[src/rtl/cbps_pkg.sv]
// Shared constants, types and the curve setup function for the cubic Bezier stepper.
// No dependencies; every other file imports this package.
package cbps_pkg;

  localparam int STEPS      = 2000;
  localparam int COORD_BITS = 9;
  localparam int STEP_W     = 16;

  localparam longint unsigned N1 = 64'(STEPS);
  localparam longint unsigned N2 = N1 * N1;
  localparam longint unsigned N3 = N2 * N1;

  // Numerator 2*acc + N^3 of the rounded quotient, kept modulo 2^ACC_W.
  localparam int ACC_W = COORD_BITS + $clog2(N3) + 1;

  localparam int NUM_REGS = 8;
  localparam int IDX_W    = $clog2(NUM_REGS);
  localparam int ADDR_W   = IDX_W + 2;
  localparam int DATA_W   = 32;
  localparam int IN_W     = 8;
  localparam int OUT_W    = ((2 * COORD_BITS + STEP_W + 7) / 8) * 8;

  localparam logic [IDX_W-1:0] REG_X0 = IDX_W'(0);
  localparam logic [IDX_W-1:0] REG_X1 = IDX_W'(1);
  localparam logic [IDX_W-1:0] REG_X2 = IDX_W'(2);
  localparam logic [IDX_W-1:0] REG_X3 = IDX_W'(3);
  localparam logic [IDX_W-1:0] REG_Y0 = IDX_W'(4);
  localparam logic [IDX_W-1:0] REG_Y1 = IDX_W'(5);
  localparam logic [IDX_W-1:0] REG_Y2 = IDX_W'(6);
  localparam logic [IDX_W-1:0] REG_Y3 = IDX_W'(7);

  localparam logic [STEP_W-1:0] LAST_K = STEP_W'(STEPS - 1);

  typedef logic [ACC_W-1:0]      acc_t;
  typedef logic [COORD_BITS-1:0] coord_t;

  localparam acc_t K3    = ACC_W'(3);
  localparam acc_t K6    = ACC_W'(6);
  localparam acc_t K12   = ACC_W'(12);
  localparam acc_t K3N   = ACC_W'(3 * N1);
  localparam acc_t K3N2  = ACC_W'(3 * N2);
  localparam acc_t N3A   = ACC_W'(N3);

  // start values of one axis: doubled and offset accumulator plus doubled differences
  typedef struct packed {
    acc_t acc;
    acc_t d1;
    acc_t d2;
    acc_t d3;
  } axis_init_t;

  // what travels down the rounding row
  typedef struct packed {
    acc_t              rem_x;
    acc_t              rem_y;
    coord_t            q_x;
    coord_t            q_y;
    logic [STEP_W-1:0] step;
    logic              last;
  } div_lane_t;

  function automatic axis_init_t axis_init(coord_t p0, coord_t p1, coord_t p2, coord_t p3);
    acc_t e0, e1, e2, e3, a, b, c;
    axis_init_t r;
    e0 = ACC_W'(p0);
    e1 = ACC_W'(p1);
    e2 = ACC_W'(p2);
    e3 = ACC_W'(p3);
    // cubic a k^3 + b k^2 + c k + N^3 P0, two's complement wrap is harmless
    a = e3 + K3 * e1 - e0 - K3 * e2;
    b = K3N * (e0 + e2 - (e1 << 1));
    c = K3N2 * (e1 - e0);
    r.acc = ((N3A * e0) << 1) + N3A;
    r.d1  = (a + b + c) << 1;
    r.d2  = (K6 * a + (b << 1)) << 1;
    r.d3  = K12 * a;
    return r;
  endfunction

endpackage

[src/rtl/cbps_diff_cell.sv]
// One forward-difference cell: holds a value and adds its neighbor's value on each step.
// Depends on cbps_pkg.
module cbps_diff_cell
  import cbps_pkg::*;
(
  input  logic clk,
  input  logic load,
  input  logic advance,
  input  acc_t init,
  input  acc_t nb_cur,
  output acc_t cur
);

  acc_t value;

  // at the start of a curve the cell shows its start value instead of the stored one
  assign cur = load ? init : value;

  always_ff @(posedge clk) begin
    if (advance) begin
      value <= cur + nb_cur;
    end
  end

endmodule

[src/rtl/cbps_div_cell.sv]
// One restoring-division cell of the rounding row: yields one quotient bit per axis.
// Depends on cbps_pkg.
module cbps_div_cell
  import cbps_pkg::*;
(
  input  logic      clk,
  input  logic      rst,
  input  logic      in_valid,
  output logic      in_ready,
  input  div_lane_t in_lane,
  input  acc_t      divisor,
  output logic      out_valid,
  input  logic      out_ready,
  output div_lane_t out_lane
);

  logic [ACC_W:0] diff_x, diff_y;
  logic           ge_x, ge_y;
  div_lane_t      lane_next;

  assign in_ready = !out_valid || out_ready;

  always_comb begin
    diff_x = {1'b0, in_lane.rem_x} - {1'b0, divisor};
    diff_y = {1'b0, in_lane.rem_y} - {1'b0, divisor};
    ge_x   = !diff_x[ACC_W];
    ge_y   = !diff_y[ACC_W];
    lane_next       = in_lane;
    lane_next.rem_x = ge_x ? diff_x[ACC_W-1:0] : in_lane.rem_x;
    lane_next.rem_y = ge_y ? diff_y[ACC_W-1:0] : in_lane.rem_y;
    lane_next.q_x   = {in_lane.q_x[COORD_BITS-2:0], ge_x};
    lane_next.q_y   = {in_lane.q_y[COORD_BITS-2:0], ge_y};
  end

  always_ff @(posedge clk) begin
    if (rst) begin
      out_valid <= 1'b0;
    end else if (in_ready) begin
      out_valid <= in_valid;
    end
  end

  always_ff @(posedge clk) begin
    if (in_ready && in_valid) begin
      out_lane <= lane_next;
    end
  end

endmodule

[src/rtl/cubic_bezier_point_stepper.sv]
// Cubic Bezier point stepper: APB control points, difference cells, rounding row.
// Depends on cbps_pkg, cbps_diff_cell and cbps_div_cell.
//
// Each request advances the curve by one step (restart in tdata bit 0 returns to step 0)
// and yields one point, one request per clock while the row is not stalled. The step
// itself is one addition per difference cell; the rounded point then passes a row of
// COORD_BITS division cells, one quotient bit per cell, each registering the point.
// The row holds one point per cell and takes requests while the output waits until it
// is full. Control point writes take effect at the next start of a curve.
module cubic_bezier_point_stepper
  import cbps_pkg::*;
(
  input  logic              clk,
  input  logic              rst,
  // APB configuration port
  input  logic              psel,
  input  logic              penable,
  input  logic              pwrite,
  input  logic [ADDR_W-1:0] paddr,
  input  logic [DATA_W-1:0] pwdata,
  output logic [DATA_W-1:0] prdata,
  output logic              pready,
  // request stream
  input  logic              s_axis_tvalid,
  output logic              s_axis_tready,
  input  logic [IN_W-1:0]   s_axis_tdata,   // [0] restart, rest zero
  // point stream
  output logic              m_axis_tvalid,
  input  logic              m_axis_tready,
  output logic [OUT_W-1:0]  m_axis_tdata,   // point_x, point_y, step_index, zero fill
  output logic              m_axis_tlast    // last_point
);

  coord_t            ctrl      [NUM_REGS];
  coord_t            ctrl_next [NUM_REGS];
  axis_init_t        init_x, init_y;
  logic              wr_en;
  logic [IDX_W-1:0]  wr_idx;

  assign pready = 1'b1;
  assign wr_en  = psel && penable && pwrite;
  assign wr_idx = paddr[ADDR_W-1:2];
  assign prdata = DATA_W'(ctrl[paddr[ADDR_W-1:2]]);

  always_comb begin
    ctrl_next = ctrl;
    if (wr_en) begin
      ctrl_next[wr_idx] = pwdata[COORD_BITS-1:0];
    end
  end

  // start values follow the registers in the same cycle as the write
  always_ff @(posedge clk) begin
    if (rst) begin
      for (int i = 0; i < NUM_REGS; i++) begin
        ctrl[i] <= '0;
      end
      init_x <= '0;
      init_y <= '0;
    end else if (wr_en) begin
      ctrl   <= ctrl_next;
      init_x <= axis_init(ctrl_next[REG_X0], ctrl_next[REG_X1],
                          ctrl_next[REG_X2], ctrl_next[REG_X3]);
      init_y <= axis_init(ctrl_next[REG_Y0], ctrl_next[REG_Y1],
                          ctrl_next[REG_Y2], ctrl_next[REG_Y3]);
    end
  end

  // step control
  logic [STEP_W-1:0] step_count, k_cur;
  logic              accept, load, last;

  assign accept = s_axis_tvalid && s_axis_tready;
  assign k_cur  = s_axis_tdata[0] ? '0 : step_count;
  assign load   = (k_cur == '0);
  assign last   = (k_cur == LAST_K);

  always_ff @(posedge clk) begin
    if (rst) begin
      step_count <= '0;
    end else if (accept) begin
      step_count <= last ? '0 : k_cur + 1'b1;
    end
  end

  // difference cells, axis 0 is x, axis 1 is y; cell 0 is the accumulator
  acc_t init_arr [2][4];
  acc_t cur      [2][4];

  assign init_arr[0][0] = init_x.acc;
  assign init_arr[0][1] = init_x.d1;
  assign init_arr[0][2] = init_x.d2;
  assign init_arr[0][3] = init_x.d3;
  assign init_arr[1][0] = init_y.acc;
  assign init_arr[1][1] = init_y.d1;
  assign init_arr[1][2] = init_y.d2;
  assign init_arr[1][3] = init_y.d3;

  for (genvar a = 0; a < 2; a++) begin : g_axis
    for (genvar j = 0; j < 4; j++) begin : g_cell
      acc_t nb;
      if (j == 3) begin : g_end
        assign nb = '0;
      end else begin : g_mid
        assign nb = cur[a][j+1];
      end
      cbps_diff_cell u_cell (
        .clk     (clk),
        .load    (load),
        .advance (accept && !last),
        .init    (init_arr[a][j]),
        .nb_cur  (nb),
        .cur     (cur[a][j])
      );
    end
  end

  // rounding row: floor((2*acc + N^3) / (2*N^3)), most significant bit first
  div_lane_t lane  [COORD_BITS+1];
  logic      valid [COORD_BITS+1];
  logic      ready [COORD_BITS+1];

  always_comb begin
    lane[0]       = '0;
    lane[0].rem_x = cur[0][0];
    lane[0].rem_y = cur[1][0];
    lane[0].step  = k_cur;
    lane[0].last  = last;
  end

  assign valid[0]            = s_axis_tvalid;
  assign s_axis_tready       = ready[0];
  assign ready[COORD_BITS]   = m_axis_tready;

  for (genvar i = 0; i < COORD_BITS; i++) begin : g_div
    localparam acc_t DIV = N3A << (COORD_BITS - i);
    cbps_div_cell u_div (
      .clk       (clk),
      .rst       (rst),
      .in_valid  (valid[i]),
      .in_ready  (ready[i]),
      .in_lane   (lane[i]),
      .divisor   (DIV),
      .out_valid (valid[i+1]),
      .out_ready (ready[i+1]),
      .out_lane  (lane[i+1])
    );
  end

  assign m_axis_tvalid = valid[COORD_BITS];
  assign m_axis_tdata  = OUT_W'({lane[COORD_BITS].step, lane[COORD_BITS].q_y,
                                 lane[COORD_BITS].q_x});
  assign m_axis_tlast  = lane[COORD_BITS].last;

endmodule
[config.mk]
export PLATFORM = sky130hd
export DESIGN_NAME = cubic_bezier_point_stepper
export DESIGN_NICKNAME = d
export VERILOG_FILES = /design/src/rtl/cbps_pkg.sv /design/src/rtl/cbps_diff_cell.sv /design/src/rtl/cbps_div_cell.sv /design/src/rtl/cubic_bezier_point_stepper.sv
export SDC_FILE = /design/constraint.sdc
export NUM_CORES = 2
export LEC_CHECK = 0
export BUFFER_PORTS_ARGS = -buffer_cell sky130_fd_sc_hd__buf_2
export CAP_MARGIN = 20
export CORE_ASPECT_RATIO = 1.1
export CORE_MARGIN = 5
export CORE_UTILIZATION = 59
export CTS_CLUSTER_DIAMETER = 60
export DETAILED_ROUTE_END_ITERATION = 8
export PLACE_DENSITY = 0.78
export SETUP_SLACK_MARGIN = 0.3
export SLEW_MARGIN = 25
export SYNTH_ARGS = -nofsm -noshare
export SYNTH_HDL_FRONTEND = slang
export SYNTH_SLANG_ARGS = --single-unit
export TNS_END_PERCENT = 5
[constraint.sdc]
create_clock -name clk -period 11.4 [get_ports clk]
set_input_delay 1.14 -clock clk [delete_from_list [all_inputs] [get_ports clk]]
set_output_delay 1.14 -clock clk [all_outputs]
set_load 0.01 [all_outputs]
* Word-level counts from Yosys, hierarchy flattened *
Cells that the tools add are included.

storage, ports and cells
  register bits = 1708
  bits of input ports = 52
  word-level logic and storage cells = 233

cells by class
  magnitude comparators = 2
  bitwise logic cells = 1
  eq/ne operators = 1
  multipliers = 14
  add/sub/neg operators = 45
  reductions and logical operators = 51
  mux-type cells = 33

operators by type and width
  kind                                                 count
  two-way mux 43 bit                                   24
  adder 43 bit                                         6
  adder 42 bit                                         6
  multiplier 2 x 43 -> 41 bit, first input constant    4
  subtractor 43 x 34 -> 44 bit, second input constant  2
  subtractor 43 x 35 -> 44 bit, second input constant  2
  subtractor 43 x 36 -> 44 bit, second input constant  2
  subtractor 43 x 37 -> 44 bit, second input constant  2
  subtractor 43 x 38 -> 44 bit, second input constant  2
  subtractor 43 x 39 -> 44 bit, second input constant  2
  subtractor 43 x 40 -> 44 bit, second input constant  2
  subtractor 43 x 41 -> 44 bit, second input constant  2
  subtractor 43 x 42 -> 44 bit, second input constant  2
  adder 43 x 33 -> 43 bit, second input constant       2
  multiplier 16 x 43 -> 34 bit, first input constant   2
  multiplier 9 x 43 -> 38 bit, first input constant    2
  bitwise mux 72 bit                                   1
  two-way mux 72 bit                                   1
  multiplier 21 x 9 -> 30 bit, first input constant    2
  multiplier 2 x 9 -> 11 bit, first input constant     4
  two-way mux 16 bit                                   2
  zero test 1 bit                                      28
  subtractor 13 x 12 -> 14 bit                         2
  binary-select mux 9 bit (select 3 bit)               1
  15 further kinds                                     42

* Logic depth before layout (Yosys ltp) *
  depth in word-level cells = 13
  depth in mapped cells = 52
  depth with buffers taken out = 49

* By module *
A second synthesis with hierarchy kept.

second synthesis, totals
  cell total of the unflattened synthesis = 18349
  area total of the unflattened synthesis = 168714.3 µm²

by module, submodules not included
  module                              instances  area each (µm²)  sequential area each (µm²)  cells each
  cbps_div_cell (g_div[0].u_div ...)  7          9479.1           3653.5                      999
  cubic_bezier_point_stepper          1          48590.4          6706.4                      5671
  cbps_diff_cell                      8          4239.1           1291.2                      443
  cbps_div_cell (g_div[8].u_div)      1          10196.0          3653.5                      1087
  cbps_div_cell (g_div[7].u_div)      1          9661.8           3653.5                      1054

* Worst setup path before layout *
Ideal clock, no wire load.

  path type = input to register
  start point = input paddr[3]
  end point = register init_y, in the netlist init_arr[128]
  arrival time = 12.255 ns
  setup time = 0.122 ns
  path buffers = 3
  setup slack = -0.977 ns
  required time = 11.278 ns
  stages on the path = 45
  path through = buf_4 nor3_1 buf_4 mux2i_2 ha_1 nor2b_1 o21a_1 o21ai_0 a211oi_1 or3_1 clkbuf_1 inv_1 ha_1 ha_1 fa_1 inv_1 fa_1 fa_1 [9 not listed] o21ai_1 a21o_1 a21oi_1 xor2_1 fa_1 inv_1 ha_1 a21o_1 a21oi_1 and2_1 nor2b_1 o21ai_0 o21ai_0 o41a_1 a31oi_1 xor2_1 nor3_1 a221o_1

on the way
  word-level cells in the longest chain between the ends = 13

RTL lines
  element                                                                                          line                              RTL
  from (decl)                                                                                      cubic_bezier_point_stepper.sv:19  input logic [ADDR_W-1:0] paddr,
  inverter 3 -> 4 bit (not written as such) (*)                                                    cubic_bezier_point_stepper.sv:48  ctrl_next[wr_idx] = pwdata[COORD_BITS-1:0];
  >= comparator 4 bit (not written as such) / < comparator 4 x 1 -> 1 bit (equally long branches)  cubic_bezier_point_stepper.sv:48
  logical AND 1 bit (not written as such)                                                          cubic_bezier_point_stepper.sv:48
  two-way mux 9 bit (not written as such)                                                          cubic_bezier_point_stepper.sv:48
  demux 9 bit (select 3 bit) (*)                                                                   cubic_bezier_point_stepper.sv:48
  bitwise mux 72 bit (*)                                                                           cubic_bezier_point_stepper.sv:48
  two-way mux 72 bit (*)                                                                           cubic_bezier_point_stepper.sv:47  if (wr_en) begin
  multiplier 2 x 9 -> 11 bit                                                                       cbps_pkg.sv:70                    a = e3 + K3 * e1 - e0 - K3 * e2;
  adder 9 x 11 -> 12 bit                                                                           cbps_pkg.sv:70
  subtractor 12 x 9 -> 13 bit                                                                      cbps_pkg.sv:70
  subtractor 13 x 12 -> 14 bit                                                                     cbps_pkg.sv:70
  adder 42 bit                                                                                     cbps_pkg.sv:74                    r.d1 = (a + b + c) << 1;
  adder 42 bit (*)                                                                                 cbps_pkg.sv:74
  to (signal assigned)                                                                             cubic_bezier_point_stepper.sv:64  init_y <= axis_init(ctrl_next[REG_Y0], ctrl_next[REG_Y1],
  to (decl)                                                                                        cubic_bezier_point_stepper.sv:36  axis_init_t init_x, init_y;

Every way passes the cells marked *; elsewhere a longest branch is shown, timed or not.
A chain may end at the register's enable or synchronous reset.

==> impl_metrics.ini <==
[job]
timing.max_cap.violations = 0

[synth]
synth_sequential_area_ratio_pct = 36.8
synth-seq-cells = 1411
synth_top_cell_by_area = sky130_fd_sc_hd__edfxtp_1
netlist_top_cells_area = sky130_fd_sc_hd__edfxtp_1, sky130_fd_sc_hd__ha_1, sky130_fd_sc_hd__fa_1
synthesis.instances = 10800
synth.most_common_cell = sky130_fd_sc_hd__nand2_1
synth_enable_flop_cells = 1067
synth_warnings = 0
netlist_area_um2 = 106000
synth_area_per_cell_um2 = 9.83
synthDistinctLibCells = 119
synth_top_area_share_pct = 30.3
ys.flop_type = sky130_fd_sc_hd__edfxtp_1
synth_async_sr_flop_share_pct = 0
synth_top_cells_by_count = sky130_fd_sc_hd__nand2_1, sky130_fd_sc_hd__inv_1, sky130_fd_sc_hd__edfxtp_1

[global_routing]
grt_pass1_wl_mm = 418
grt.total_usage_pct = 27.5
first_global_vias = 82200
grt_antenna_before_repair = 3
overflow = 0
grt_start_max_net_pins = 178

[setup_path]
startpoint = paddr[3]
crit_required_ns = 12.07
critical-path-slowest-cell = sky130_fd_sc_hd__o41ai_1
cp_common_cell = sky130_fd_sc_hd__buf_4
critical_path.startpoint_type = input port
cp_arrival_ns = 11.56
path_class = input port to flip-flop
r2r_start = ctrl[27]
crit_path_end_kind = flip-flop
max_stage_delay_ns = 0.65
critPathMaxFanout = 6

[timing]
period_share_pct = 95.5
holdWs_ns = 0.407
clock-skew-final_ns = 0.0665
worst_slew_pin_slew_ns = 1.11
period_minus_slack_ns = 10.88
timing.slew.headroom_pct = 25.1
post-route-worst-setup-slack_ns = 0.516
final-max-slew-violation-count = 0
setup_tns_ns = 0
rsz_0062_raised_after_global_routing = true
timing.final.hold_violations = 0
finalSetupViolCount = 0
max_clock_freq_mhz = 91.9

[clock_tree]
cts_tree = yes
clockRootBuffer = sky130_fd_sc_hd__clkbuf_16
insertion_delay_ns = 0.82
tritoncts.num_buffers = 153
cts.sink_count = 1411
hold_buffer_count_at_cts = 0
cts_h_tree_depth = 4
clkSlewWorstSetupHoldPaths_ns = 0.06
cts.path.max_buffers = 3

[routing]
route.vias.total = 79900
drt_iter0_drc = 5707
first_pass_drt_iterations = 6
detail_route.drc_violations = 0
detail-route-antenna-nets = 0
wl_per_cell_um = 18.9
route.detailed.vias_per_inst = 5.81
drt-total-wl_mm = 259

[placement]
gp_congestion = 0.969
detailed_place_hpwl_mm = 203
placement.setup.worst_slack_ns = -0.550
port-buffer-count = 65
placedCellCount = 13400

[final_layout]
final_nets = 12800
area_growth_syn_to_layout_pct = 11.7
final-seq-area_um2 = 38900
multi_input_comb_area_um2 = 62700
drive_gt1_share_pct = 10.2
fill_cell_count = 13600
stdcell_count = 13700

[die]
rows = 163
initial_core_util_pct = 59.1
pin_count = 128
core_outline_area_um2 = 179000
die_width_um = 414
die_area_um2 = 188000
dieHeight_um = 454

[min_path]
timing.hold.worst.start = g_div[2].u_div.out_lane[18]
worst_hold_path_type = flip-flop to flip-flop

[status]
run_status = finished, final reports clean
repair_timing:
item	4_1_cts	5_1_grt
buffers inserted	0	22
resized for setup	1	111
endpoints found under the setup margin	2	49
pin swaps	0	56
final cells by class:
type | count | share of cell area [%]
Antenna cell | 1 | 0.00212
Inverter | 1080 | 3.45
Clock inverter | 91 | 0.845
Tap cell | 2392 | 2.53
Multi-Input combinational cell | 8007 | 53.1
Sequential cell | 1411 | 33.0
Timing Repair Buffer | 566 | 3.58
Clock buffer | 192 | 3.58
registers in the layout, indices dropped and copies added (netlist names):
name / flops
ctrl: 72
step_count: 16
g_axis.g_cell.u_cell.value: 344
g_div.u_div.out_valid: 9
g_div.u_div.out_lane: 723
init_arr: 247
cell usage in the layout (no fill, tap or decap), types with 344 or more instances in the layout:
master                        n
sky130_fd_sc_hd__xnor2_1    621
sky130_fd_sc_hd__edfxtp_1  1067
sky130_fd_sc_hd__ha_1       970
sky130_fd_sc_hd__nand2_1   1376
sky130_fd_sc_hd__fa_1       492
sky130_fd_sc_hd__o21ai_0    371
sky130_fd_sc_hd__buf_4      487
sky130_fd_sc_hd__a21o_1     370
sky130_fd_sc_hd__inv_1     1063
sky130_fd_sc_hd__nor2_1     670
sky130_fd_sc_hd__a21oi_1    716
sky130_fd_sc_hd__dfxtp_1    344
per-layer routing:
| metal | part of all wire, % | up-vias | GRT usage [%] |
|---|---|---|---|
| li1 | - | 38300 | - |
| met1 | 38 | 38700 | 30.9 |
| met2 | 51 | 2165 | 49.9 |
| met3 | 4.2 | 760 | 3.17 |
| met4 | 6.9 | 2 | 16.6 |
| met5 | 0.0035 | - | 0 |
metrics by stage:
stage / util (%) / area, um^2
after floorplan: - / 106000
after global placement: 62.7 / 112000
after detailed placement: 62.7 / 112000
after CTS: 65.6 / 117000
after global routing: 66.0 / 118000
final: 66.0 / 118000
worst paths after layout:
path,to,slack [ns],cells after the start
worst max register to register,init_arr[128],1.04,45
worst max-delay path,init_arr[299],0.52,50
worst min register to register,g_div[3].u_div.out_lane[19],0.41,0
worst min-delay path,g_div[3].u_div.out_lane[19],0.41,0
logic make-up (layout without fill, tap and decap cells):
family	after synthesis	in the layout	share of synthesized area [%]
AO/OA/AOI/OAI	2293	2293	14.1
XOR/XNOR	973	973	8.08
adder cells (fa/ha/maj)	1488	1488	21.1
buffers and inverters	1364	1929	5.02
flip-flops	1411	1411	36.8
multiplexers	152	152	1.72
other	2	31	0.00711
AND/OR/NAND/NOR	3071	3071	13.1
worst max-delay path: cells and delay by family:
kind	cells	cell delay (ns)
buffers and inverters	13	1.51
XOR/XNOR	3	0.50
AND/OR/NAND/NOR	6	1.11
AO/OA/AOI/OAI	18	3.29
multiplexers	1	0.22
adder cells (fa/ha/maj)	9	3.77
Power is not shown: default switching activity piles up to over one toggle a cycle in this logic, so the estimate is an artifact.
